==> config.mk <==
export PLATFORM = sky130hd
export DESIGN_NAME = tournament_tree_min_select
export DESIGN_NICKNAME = d
export VERILOG_FILES = /design/src/ttms_pkg.sv /design/src/ttms_ram.sv /design/src/ttms_cfg.sv /design/src/ttms_ctrl.sv /design/src/ttms_dp.sv /design/src/tournament_tree_min_select.sv
export VERILOG_INCLUDE_DIRS = /design/src /design/src/src
export SDC_FILE = /design/constraint.sdc
export NUM_CORES = 1
export LEC_CHECK = 0
export BUFFER_PORTS_ARGS = -buffer_cell sky130_fd_sc_hd__buf_2
export CAP_MARGIN = 20
export CORE_MARGIN = 1.5
export CORE_UTILIZATION = 43
export DETAILED_ROUTE_END_ITERATION = 10
export GPL_ROUTABILITY_DRIVEN = 0
export MAX_ROUTING_LAYER = met4
export PLACE_DENSITY = 0.66
export SKIP_CTS_REPAIR_TIMING = 1
export SYNTH_ARGS = -nofsm -noshare
export SYNTH_HDL_FRONTEND = slang
export SYNTH_HIERARCHICAL = 1
export SYNTH_SLANG_ARGS = --single-unit
==> constraint.sdc <==
create_clock -name i_clk -period 6.4 [get_ports i_clk]
set_clock_uncertainty 0.05 [all_clocks]
set_input_delay 0.64 -clock i_clk [delete_from_list [all_inputs] [get_ports i_clk]]
set_output_delay 0.64 -clock i_clk [all_outputs]
set_load 0.01 [all_outputs]
==> src/tournament_tree_min_select_macros.svh <==
// ----------------------------------------------------------------------------
// Tournament tree minimum select - assertion macros
// Shared property wrappers, clocked on i_clk and disabled while i_rst_n is low.
// ----------------------------------------------------------------------------
`ifndef TOURNAMENT_TREE_MIN_SELECT_MACROS_SVH
`define TOURNAMENT_TREE_MIN_SELECT_MACROS_SVH

// Same-cycle implication
`define TTMS_ASSERT_IMPL(label, ante, cons) \
    label: assert property (@(posedge i_clk) disable iff (!i_rst_n) (ante) |-> (cons)) \
        else $error("tournament tree check failed");

// Next-cycle implication
`define TTMS_ASSERT_NEXT(label, ante, cons) \
    label: assert property (@(posedge i_clk) disable iff (!i_rst_n) (ante) |=> (cons)) \
        else $error("tournament tree check failed");

`endif

==> src/ttms_pkg.sv <==
// ----------------------------------------------------------------------------
// Tournament tree minimum select - package
// Sizes, operation codes, payload types and controller/datapath interface.
// ----------------------------------------------------------------------------
`default_nettype none

package ttms_pkg;

    // Tree sizing
    localparam int MAX_WAYS = 16;
    localparam int KEY_BITS = 32;
    localparam int WAY_W    = $clog2(MAX_WAYS);
    localparam int CNT_W    = $clog2(MAX_WAYS + 1);

    // Operation codes
    localparam logic [1:0] OP_LOAD    = 2'd0;
    localparam logic [1:0] OP_BUILD   = 2'd1;
    localparam logic [1:0] OP_REPLACE = 2'd2;

    // Input transaction
    typedef struct packed {
        logic [1:0]          operation;
        logic [WAY_W-1:0]    way_index;
        logic [KEY_BITS-1:0] key;
    } t_in_item;

    // Result transaction
    typedef struct packed {
        logic [WAY_W-1:0]    winner_way;
        logic [KEY_BITS-1:0] winner_key;
    } t_out_item;

    // Controller to datapath commands
    typedef struct packed {
        logic load_key;      // write the incoming key into its way
        logic start_build;   // first node = ways - 1, walk downwards
        logic start_replace; // rewrite winner key, first node = parent of its leaf
        logic latch_pair;    // contenders resolved, key reads issued
        logic play;          // compare and record the node winner
    } t_dp_cmd;

    // Datapath to controller status
    typedef struct packed {
        logic last_node;     // current node is the root
    } t_dp_status;

endpackage

`default_nettype wire

==> src/ttms_ram.sv <==
// ----------------------------------------------------------------------------
// Tournament tree minimum select - generic RAM
// One write port, two read ports with registered read data, no reset.
// ----------------------------------------------------------------------------
`default_nettype none

module ttms_ram #(
    parameter int WIDTH = 32,
    parameter int DEPTH = 16
) (
    input  wire logic                     i_clk,
    input  wire logic                     i_we,
    input  wire logic [$clog2(DEPTH)-1:0] i_waddr,
    input  wire logic [WIDTH-1:0]         i_wdata,
    input  wire logic [$clog2(DEPTH)-1:0] i_raddr_a,
    input  wire logic [$clog2(DEPTH)-1:0] i_raddr_b,
    output logic      [WIDTH-1:0]         o_rdata_a,
    output logic      [WIDTH-1:0]         o_rdata_b
);

    logic [WIDTH-1:0] r_mem [DEPTH];

    // Write port
    always_ff @(posedge i_clk) begin
        if (i_we) begin
            r_mem[i_waddr] <= i_wdata;
        end
    end

    // Registered read ports
    always_ff @(posedge i_clk) begin
        o_rdata_a <= r_mem[i_raddr_a];
        o_rdata_b <= r_mem[i_raddr_b];
    end

endmodule

`default_nettype wire

==> src/ttms_cfg.sv <==
// ----------------------------------------------------------------------------
// Tournament tree minimum select - configuration registers
// APB-style register holding the way count, clamped on write.
// ----------------------------------------------------------------------------
`default_nettype none

module ttms_cfg (
    input  wire logic                       i_clk,
    input  wire logic                       i_rst_n,
    input  wire logic                       i_psel,
    input  wire logic                       i_penable,
    input  wire logic                       i_pwrite,
    input  wire logic [2:0]                 i_paddr,
    input  wire logic [31:0]                i_pwdata,
    output logic      [31:0]                o_prdata,
    output logic                            o_pready,
    output logic      [ttms_pkg::CNT_W-1:0] o_ways
);

    localparam logic [ttms_pkg::CNT_W-1:0] MIN_WAYS = ttms_pkg::CNT_W'(2);
    localparam logic [ttms_pkg::CNT_W-1:0] TOP_WAYS = ttms_pkg::CNT_W'(ttms_pkg::MAX_WAYS);

    logic [ttms_pkg::CNT_W-1:0] r_ways_q;
    logic [ttms_pkg::CNT_W-1:0] n_ways;
    logic [ttms_pkg::CNT_W-1:0] w_raw;
    logic                       w_sel_ways;
    logic                       w_wr;

    // One register, decoded at addresses 0 to 3; address bit 2 selects beyond it
    assign w_sel_ways = ~i_paddr[2];
    assign w_wr       = i_psel & i_penable & i_pwrite & w_sel_ways;
    assign w_raw      = i_pwdata[ttms_pkg::CNT_W-1:0];

    // Clamp to the supported way range
    always_comb begin
        if (w_raw < MIN_WAYS) begin
            n_ways = MIN_WAYS;
        end else if (w_raw > TOP_WAYS) begin
            n_ways = TOP_WAYS;
        end else begin
            n_ways = w_raw;
        end
    end

    always_ff @(posedge i_clk) begin
        if (!i_rst_n) begin
            r_ways_q <= TOP_WAYS;
        end else if (w_wr) begin
            r_ways_q <= n_ways;
        end
    end

    assign o_ways   = r_ways_q;
    assign o_pready = 1'b1;
    assign o_prdata = w_sel_ways ? {{(32 - ttms_pkg::CNT_W){1'b0}}, r_ways_q} : 32'd0;

endmodule

`default_nettype wire

==> src/ttms_ctrl.sv <==
// ----------------------------------------------------------------------------
// Tournament tree minimum select - controller
// Accepts operations and sequences each node through read, key read and play.
// ----------------------------------------------------------------------------
`default_nettype none

module ttms_ctrl (
    input  wire logic                 i_clk,
    input  wire logic                 i_rst_n,
    input  wire logic                 i_start,
    input  wire logic [1:0]           i_op,
    input  ttms_pkg::t_dp_status      i_status,
    output ttms_pkg::t_dp_cmd         o_cmd,
    output logic                      o_busy
);

    typedef enum logic [3:0] {
        S_IDLE = 4'b0001,
        S_NODE = 4'b0010,
        S_KEY  = 4'b0100,
        S_PLAY = 4'b1000
    } t_state;

    t_state r_state;
    t_state n_state;

    // Next state and command decode
    always_comb begin
        n_state = r_state;
        o_cmd   = '0;
        unique case (r_state)
            S_IDLE: begin
                if (i_start) begin
                    unique case (i_op)
                        ttms_pkg::OP_LOAD: begin
                            o_cmd.load_key = 1'b1;
                        end
                        ttms_pkg::OP_BUILD: begin
                            o_cmd.start_build = 1'b1;
                            n_state           = S_NODE;
                        end
                        ttms_pkg::OP_REPLACE: begin
                            o_cmd.start_replace = 1'b1;
                            n_state             = S_NODE;
                        end
                        default: begin
                        end
                    endcase
                end
            end
            // child winner reads are in flight
            S_NODE: begin
                n_state = S_KEY;
            end
            S_KEY: begin
                o_cmd.latch_pair = 1'b1;
                n_state          = S_PLAY;
            end
            S_PLAY: begin
                o_cmd.play = 1'b1;
                n_state    = i_status.last_node ? S_IDLE : S_NODE;
            end
            default: begin
                n_state = S_IDLE;
            end
        endcase
    end

    always_ff @(posedge i_clk) begin
        if (!i_rst_n) begin
            r_state <= S_IDLE;
        end else begin
            r_state <= n_state;
        end
    end

    assign o_busy = (r_state != S_IDLE);

endmodule

`default_nettype wire

==> src/ttms_dp.sv <==
// ----------------------------------------------------------------------------
// Tournament tree minimum select - datapath
// Key store, node winner store, node pointer, comparator and result register.
// ----------------------------------------------------------------------------
`default_nettype none

module ttms_dp (
    input  wire logic                       i_clk,
    input  wire logic                       i_rst_n,
    input  ttms_pkg::t_dp_cmd               i_cmd,
    input  ttms_pkg::t_in_item              i_item,
    input  wire logic [ttms_pkg::CNT_W-1:0] i_ways,
    output ttms_pkg::t_dp_status            o_status,
    output logic                            o_done,
    output ttms_pkg::t_out_item             o_result
);

    localparam int WW = ttms_pkg::WAY_W;
    localparam int CW = ttms_pkg::CNT_W;
    localparam int KB = ttms_pkg::KEY_BITS;

    // Control registers
    logic [WW-1:0] r_p;
    logic [WW-1:0] n_p;
    logic          r_build;
    logic [WW-1:0] r_top;
    logic          r_done;

    // Payload registers
    logic [WW-1:0] r_l;
    logic [WW-1:0] r_r;
    ttms_pkg::t_out_item r_result;

    // Node geometry
    logic [CW-1:0] w_twop;
    logic [CW-1:0] w_twop1;
    logic [CW-1:0] w_n_m1;
    logic [CW-1:0] w_rep_sum;
    logic [CW-1:0] w_leaf_l;
    logic [CW-1:0] w_leaf_r;
    logic          w_odd_node;
    logic          w_inner;

    // Memory ports
    logic [WW-1:0] w_nw_ra;
    logic [WW-1:0] w_nw_rb;
    logic [WW-1:0] w_nw_da;
    logic [WW-1:0] w_nw_db;
    logic          w_key_we;
    logic [WW-1:0] w_key_wa;
    logic [WW-1:0] w_l_sel;
    logic [WW-1:0] w_r_sel;
    logic [KB-1:0] w_key_a;
    logic [KB-1:0] w_key_b;

    // Play
    logic          w_gt;
    logic [WW-1:0] w_win;
    logic [KB-1:0] w_win_key;

    // Children of node p are 2p and 2p+1; leaves sit at ways + way
    assign w_twop     = {r_p, 1'b0};
    assign w_twop1    = {r_p, 1'b1};
    assign w_n_m1     = i_ways - CW'(1);
    assign w_rep_sum  = {1'b0, r_top} + i_ways;
    assign w_leaf_l   = w_twop - i_ways;
    assign w_leaf_r   = w_twop1 - i_ways;
    // odd count: way 0 leaf against the winner of node ways-1
    assign w_odd_node = (i_ways == w_twop1);
    assign w_inner    = ({1'b0, r_p} < (i_ways >> 1));

    // Child winner reads
    assign w_nw_ra = w_twop[WW-1:0];
    assign w_nw_rb = w_odd_node ? w_n_m1[WW-1:0] : w_twop1[WW-1:0];

    // Contender ways, valid in the key read cycle
    always_comb begin
        priority if (w_odd_node) begin
            w_l_sel = '0;
            w_r_sel = w_nw_db;
        end else if (w_inner) begin
            w_l_sel = w_nw_da;
            w_r_sel = w_nw_db;
        end else begin
            w_l_sel = w_leaf_l[WW-1:0];
            w_r_sel = w_leaf_r[WW-1:0];
        end
    end

    // Key write: load targets its way, replace targets the current winner
    assign w_key_we = i_cmd.load_key | i_cmd.start_replace;
    assign w_key_wa = i_cmd.start_replace ? r_top : i_item.way_index;

    ttms_ram #(
        .WIDTH (KB),
        .DEPTH (ttms_pkg::MAX_WAYS)
    ) u_key_ram (
        .i_clk     (i_clk),
        .i_we      (w_key_we),
        .i_waddr   (w_key_wa),
        .i_wdata   (i_item.key),
        .i_raddr_a (w_l_sel),
        .i_raddr_b (w_r_sel),
        .o_rdata_a (w_key_a),
        .o_rdata_b (w_key_b)
    );

    ttms_ram #(
        .WIDTH (WW),
        .DEPTH (ttms_pkg::MAX_WAYS)
    ) u_node_ram (
        .i_clk     (i_clk),
        .i_we      (i_cmd.play),
        .i_waddr   (r_p),
        .i_wdata   (w_win),
        .i_raddr_a (w_nw_ra),
        .i_raddr_b (w_nw_rb),
        .o_rdata_a (w_nw_da),
        .o_rdata_b (w_nw_db)
    );

    // Compare: left wins on equal keys
    assign w_gt      = (w_key_a > w_key_b);
    assign w_win     = w_gt ? r_r : r_l;
    assign w_win_key = w_gt ? w_key_b : w_key_a;

    // Node pointer step
    always_comb begin
        priority if (i_cmd.start_build) begin
            n_p = w_n_m1[WW-1:0];
        end else if (i_cmd.start_replace) begin
            n_p = w_rep_sum[CW-1:1];
        end else if (i_cmd.play) begin
            n_p = r_build ? (r_p - WW'(1)) : (r_p >> 1);
        end else begin
            n_p = r_p;
        end
    end

    always_ff @(posedge i_clk) begin
        if (!i_rst_n) begin
            r_p     <= '0;
            r_build <= 1'b0;
            r_top   <= '0;
            r_done  <= 1'b0;
        end else begin
            r_p    <= n_p;
            r_done <= i_cmd.play & o_status.last_node;
            if (i_cmd.start_build | i_cmd.start_replace) begin
                r_build <= i_cmd.start_build;
            end
            if (i_cmd.play & o_status.last_node) begin
                r_top <= w_win;
            end
        end
    end

    // Contender and result capture
    always_ff @(posedge i_clk) begin
        if (i_cmd.latch_pair) begin
            r_l <= w_l_sel;
            r_r <= w_r_sel;
        end
        if (i_cmd.play & o_status.last_node) begin
            r_result.winner_way <= w_win;
            r_result.winner_key <= w_win_key;
        end
    end

    assign o_status.last_node = (r_p == WW'(1));
    assign o_done             = r_done;
    assign o_result           = r_result;

endmodule

`default_nettype wire

==> src/tournament_tree_min_select.sv <==
// ----------------------------------------------------------------------------
// Tournament tree minimum select - top level
// Selects the way holding the smallest key; build plays the whole tree, replace
// rewrites the winner's key and replays its path to the root.
// ----------------------------------------------------------------------------
// A transaction is taken when start is high and busy is low. A load gives no
// result. Each tree node steps through child winner read, key read and
// compare/write, set by the two registered-read stores in series. A build
// plays ways_in_use-1 nodes, a replace the nodes on the leaf-to-root path
// (4 nodes at 16 ways); the result register is loaded as the root is played.
// The result is shown for a single cycle with o_done high and
// cannot be held off, so the receiver must take it in that cycle. busy is low
// again in the cycle the result is shown, so the next transaction may start.
// No memory clearing runs after reset; keys must be loaded before a build.
// ----------------------------------------------------------------------------
`default_nettype none

module tournament_tree_min_select (
    input  wire logic         i_clk,
    input  wire logic         i_rst_n,
    // Command channel
    input  wire logic         start,
    output logic              busy,
    input  ttms_pkg::t_in_item i_item,
    // Result channel
    output logic              o_done,
    output ttms_pkg::t_out_item o_result,
    // Configuration port
    input  wire logic         psel,
    input  wire logic         penable,
    input  wire logic         pwrite,
    input  wire logic [2:0]   paddr,
    input  wire logic [31:0]  pwdata,
    output logic      [31:0]  prdata,
    output logic              pready
);

    `include "tournament_tree_min_select_macros.svh"

    logic [ttms_pkg::CNT_W-1:0] w_ways;
    ttms_pkg::t_dp_cmd          w_cmd;
    ttms_pkg::t_dp_status       w_status;

    // Way count register
    ttms_cfg u_cfg (
        .i_clk     (i_clk),
        .i_rst_n   (i_rst_n),
        .i_psel    (psel),
        .i_penable (penable),
        .i_pwrite  (pwrite),
        .i_paddr   (paddr),
        .i_pwdata  (pwdata),
        .o_prdata  (prdata),
        .o_pready  (pready),
        .o_ways    (w_ways)
    );

    // Sequencer
    ttms_ctrl u_ctrl (
        .i_clk    (i_clk),
        .i_rst_n  (i_rst_n),
        .i_start  (start),
        .i_op     (i_item.operation),
        .i_status (w_status),
        .o_cmd    (w_cmd),
        .o_busy   (busy)
    );

    // Stores and comparator
    ttms_dp u_dp (
        .i_clk    (i_clk),
        .i_rst_n  (i_rst_n),
        .i_cmd    (w_cmd),
        .i_item   (i_item),
        .i_ways   (w_ways),
        .o_status (w_status),
        .o_done   (o_done),
        .o_result (o_result)
    );

    // Checks
    `TTMS_ASSERT_NEXT(a_done_single, o_done, !o_done)
    `TTMS_ASSERT_IMPL(a_done_idle, o_done, !busy)
    `TTMS_ASSERT_IMPL(a_ways_range, 1'b1, (w_ways >= 5'd2) && (w_ways <= 5'd16))
    `TTMS_ASSERT_NEXT(a_build_busy, start && !busy && (i_item.operation == ttms_pkg::OP_BUILD), busy)

endmodule

`default_nettype wire

==> results.rst <==
.. list-table::
   :header-rows: 1

   * - Metric
     - Value
   * - Top FF cell, synth
     - edfxtp_1
   * - Number of cells on the worst hold path
     - 2
   * - Cell count after placement
     - 2,732
   * - Peak fanout along the critical path
     - 21
   * - DRC marker count from the first detailed-route iteration
     - 1,702
   * - Cell types occupying the most area after synthesis
     - edfxtp_1 58%, mux4_2 18%, dfxtp_1 5.7%
   * - Effective utilization at floorplan
     - 43.68%
   * - Final number of hold-violating endpoints
     - 0
   * - WL final
     - 78,680 µm
   * - Register Area
     - ~20,000 µm²
   * - Sink Count
     - between 700 and 800
   * - Mean instance size in the synthesized netlist
     - 18.36 µm²
   * - Num CTS Buffers
     - 76
   * - Cell area after technology mapping
     - 32,090 µm²
   * - DRC violation count after routing
     - 0
   * - Period utilisation layout
     - 72.17%
   * - Count of warnings emitted by yosys
     - 6
   * - Final std cells w/o fill
     - 2,879
   * - Number of rows in the core area
     - 99
   * - Pin count of the biggest net entering global routing
     - 130
   * - Ys async rst share
     - 0%
   * - Number of top-level design ports
     - 150
   * - Area growth syn-to-layout
     - 12.45%
   * - Least-Margin Pin Slew
     - 1.113 ns
   * - Library cell with the largest summed area after synthesis
     - edfxtp_1
   * - RSZ-0062 raised after global routing
     - false
   * - Worst reg-to-reg path cell count
     - 11
   * - Fraction of post-synthesis cell area in the top cell type by area
     - 58.02%
   * - Minimum period implied by the final worst setup slack
     - 4.619 ns
   * - Total gr overflow
     - 0
   * - Required time of the worst setup path
     - slightly below 7 ns
   * - Count of flip-flops with a built-in enable after synthesis
     - 620
   * - First-pass GRT wire length
     - between 100,000 and 150,000 µm
   * - Port Buffers
     - 92
   * - Number of detailed-routing iterations run before antenna repair
     - 6
   * - Count of cell types in the netlist
     - 66
   * - Overall track demand over capacity in global routing
     - 21.32%
   * - Clock Latency Late Sink
     - roughly 0.63 ns
   * - Htree depth
     - 3
   * - Critical Path Start Type
     - register
   * - Max Slew Vio Count
     - 0
   * - Leading cell type by number of instances after synthesis
     - edfxtp_1
   * - Vias per cell
     - 6.103
   * - Die height
     - 276.2 µm
   * - Fmax
     - 0.2165 GHz
   * - Buffer type at the clock tree root
     - clkbuf_16
   * - Sequential-to-total area share from yosys stat
     - 63.70%
   * - Status
     - finished clean
   * - Setup violations, final
     - 0
   * - Final TNS setup
     - 0 ns
   * - Total area of multi-input combinational cells
     - 11,010 µm²
   * - Total half-perimeter wirelength after legalization and detailed placement
     - ~44,000 µm
   * - Clock Tree Buf Depth
     - 3
   * - Number of maximum-capacitance constraint violations
     - 0
   * - Number of fill cells
     - 6,012
   * - Horizontal die dimension
     - 276.2 µm
   * - DIE AREA
     - 76,270 µm²
   * - Commonest cells in the synthesized netlist
     - 620 x edfxtp_1, 260 x mux4_2, 137 x a22oi_1
   * - Share of layout cells above drive strength 1
     - 30.78%
   * - FF+latch count, synth
     - slightly above 700
   * - Signal arrival time at the worst endpoint
     - 5.11 ns
   * - Post-synthesis cell count
     - 1,748
   * - Core Footprint
     - 73,450 µm²
   * - CTS tree
     - built
   * - Max-slew headroom at the worst pin
     - around a quarter
   * - Number of vias in the routed layout
     - 17,570
   * - Post-CTS clock slew at the launch and capture registers of the worst setup and hold paths
     - 0.05 ns
   * - Net count of the finished layout
     - roughly 2,000
   * - Endpoint kind of the worst setup timing path
     - register
   * - Total power divided by cell area
     - 365.6 nW/µm²
   * - Static leakage power
     - about 12 nW
   * - Routed length per placed instance
     - 27.33 µm
   * - Peak VDD IR
     - 0.0002303 V
   * - Vias in the first global route
     - 18,350
   * - Type of the worst setup path
     - reg -> reg
   * - Initial antenna violation count
     - 4
   * - Remaining number of nets flagged by the antenna check after routing
     - 0
   * - Hold Path Class
     - in -> reg
==> path summary, 6_finish.rpt <==
path                                                           start                             endpoint  slack (ns)
worst min register to register  u_dp/u_key_ram/o_rdata_b[19]$_DFF_P_          u_dp/o_result[19]$_DFFE_PP_        0.50
worst max register to register              u_dp/r_p[1]$_SDFFE_PN0P_  u_dp/u_key_ram/o_rdata_b[1]$_DFF_P_        1.78
worst max-delay path                        u_dp/r_p[1]$_SDFFE_PN0P_  u_dp/u_key_ram/o_rdata_b[1]$_DFF_P_        1.78
worst min-delay path                                       pwdata[4]         u_cfg/o_ways[1]$_SDFFE_PN0P_        0.25
==> placed cells by master, fill, tap and decap left out, types with 7 or more instances in the layout <==
cell and instances:
edfxtp_1 620, mux4_2 260, a22oi_1 137, nand2_1 102
buf_2 92, dfxtp_1 91, clkbuf_16 77, inv_1 50
ha_1 47, buf_4 37, mux2_4 30, conb_1 29
mux4_1 28, a21oi_1 26, clkbuf_1 24, nor2_1 24
nand3_1 20, o21ai_0 17, nor2_4 17, clkinv_2 11
clkinv_1 10, nor3_1 10, nor2b_1 10, nand4_1 8
nand2b_1 7, a211oi_1 7, xnor2_1 7, buf_12 7
==> cells by family after synthesis <==
| family | synth area share (%) |
|---|---|
| flip-flops | 63.70 |
| multiplexers | 22.28 |
| AND/OR/NAND/NOR | 3.849 |
| AO/OA/AOI/OAI | 4.874 |
| buffers and inverters | 2.971 |
| adder cells (fa/ha/maj) | 2.020 |
| XOR/XNOR | 0.2730 |
| other | 0.03509 |
==> state kept, by name (all words and copies together) (netlist names) <==
| name | flops |
|---|---|
| u_dp/u_node_ram/r_mem | 64 |
| u_dp/u_key_ram/o_rdata_a | 32 |
| u_dp/o_result | 36 |
| u_dp/r_top | 4 |
| u_cfg/o_ways | 5 |
| u_dp/u_node_ram/o_rdata_b | 4 |
| u_dp/r_build | 1 |
| u_ctrl/r_state | 4 |
| u_dp/u_node_ram/o_rdata_a | 4 |
| u_dp/o_done | 1 |
| u_dp/u_key_ram/o_rdata_b | 32 |
| u_dp/u_key_ram/r_mem | 512 |
| u_dp/r_p | 4 |
| u_dp/r_l | 4 |
| u_dp/r_r | 4 |
==> critical path, stage by stage (launching register included) <==
cell	delay, ns
dfxtp_1	0.80
inv_1	0.21
fa_1	0.48
nor2b_1	0.13
o21ai_0	0.08
nand2b_1	0.23
nand2_1	0.28
o21ai_0	0.90
and2_2	0.58
buf_4	0.51
a22oi_1	0.16
nand2_1	0.11
==> layer usage <==
| metal | track usage, % | share of wire, % |
|---|---|---|
| met1 | 26.71 | 40 |
| met2 | 35.61 | 51 |
| met3 | 3.279 | 7.0 |
| met4 | 7.111 | 2.7 |
| met5 | - | 0 |
==> power by group <==
part           internal, W  leakage [nW]  switching, W
Sequential         0.00547          6.34      0.000155
Combinational      0.00152          4.61       0.00186
Clock              0.00240          1.15       0.00179
==> stage by stage <==
step	worst slack [ns]	power, W	hold WS (ns)	util, %	cell area [µm²]
after floorplan	1.451	0.008076	0.4070	-	32190
after global placement	1.956	0.009027	0.4852	45.86	33680
after detailed placement	1.854	0.009077	0.4815	45.86	33680
after CTS	1.805	0.01326	0.2132	49.05	36030
after global routing	1.447	0.01371	0.2705	49.13	36080
final	1.781	0.01319	0.2459	49.13	36080
==> area by class of cell <==
class / count / area share, %
inverters: 50 / 0.5201
diodes: 3 / 0.02080
multi-input cells: 880 / 30.51
clock inverters: 33 / 0.7628
repair buffers: 138 / 2.476
clock buffers: 105 / 5.742
well taps: 959 / 3.325
flip-flops and latches: 711 / 56.64
No activity file was read; power rests on OpenSTA's default activity.
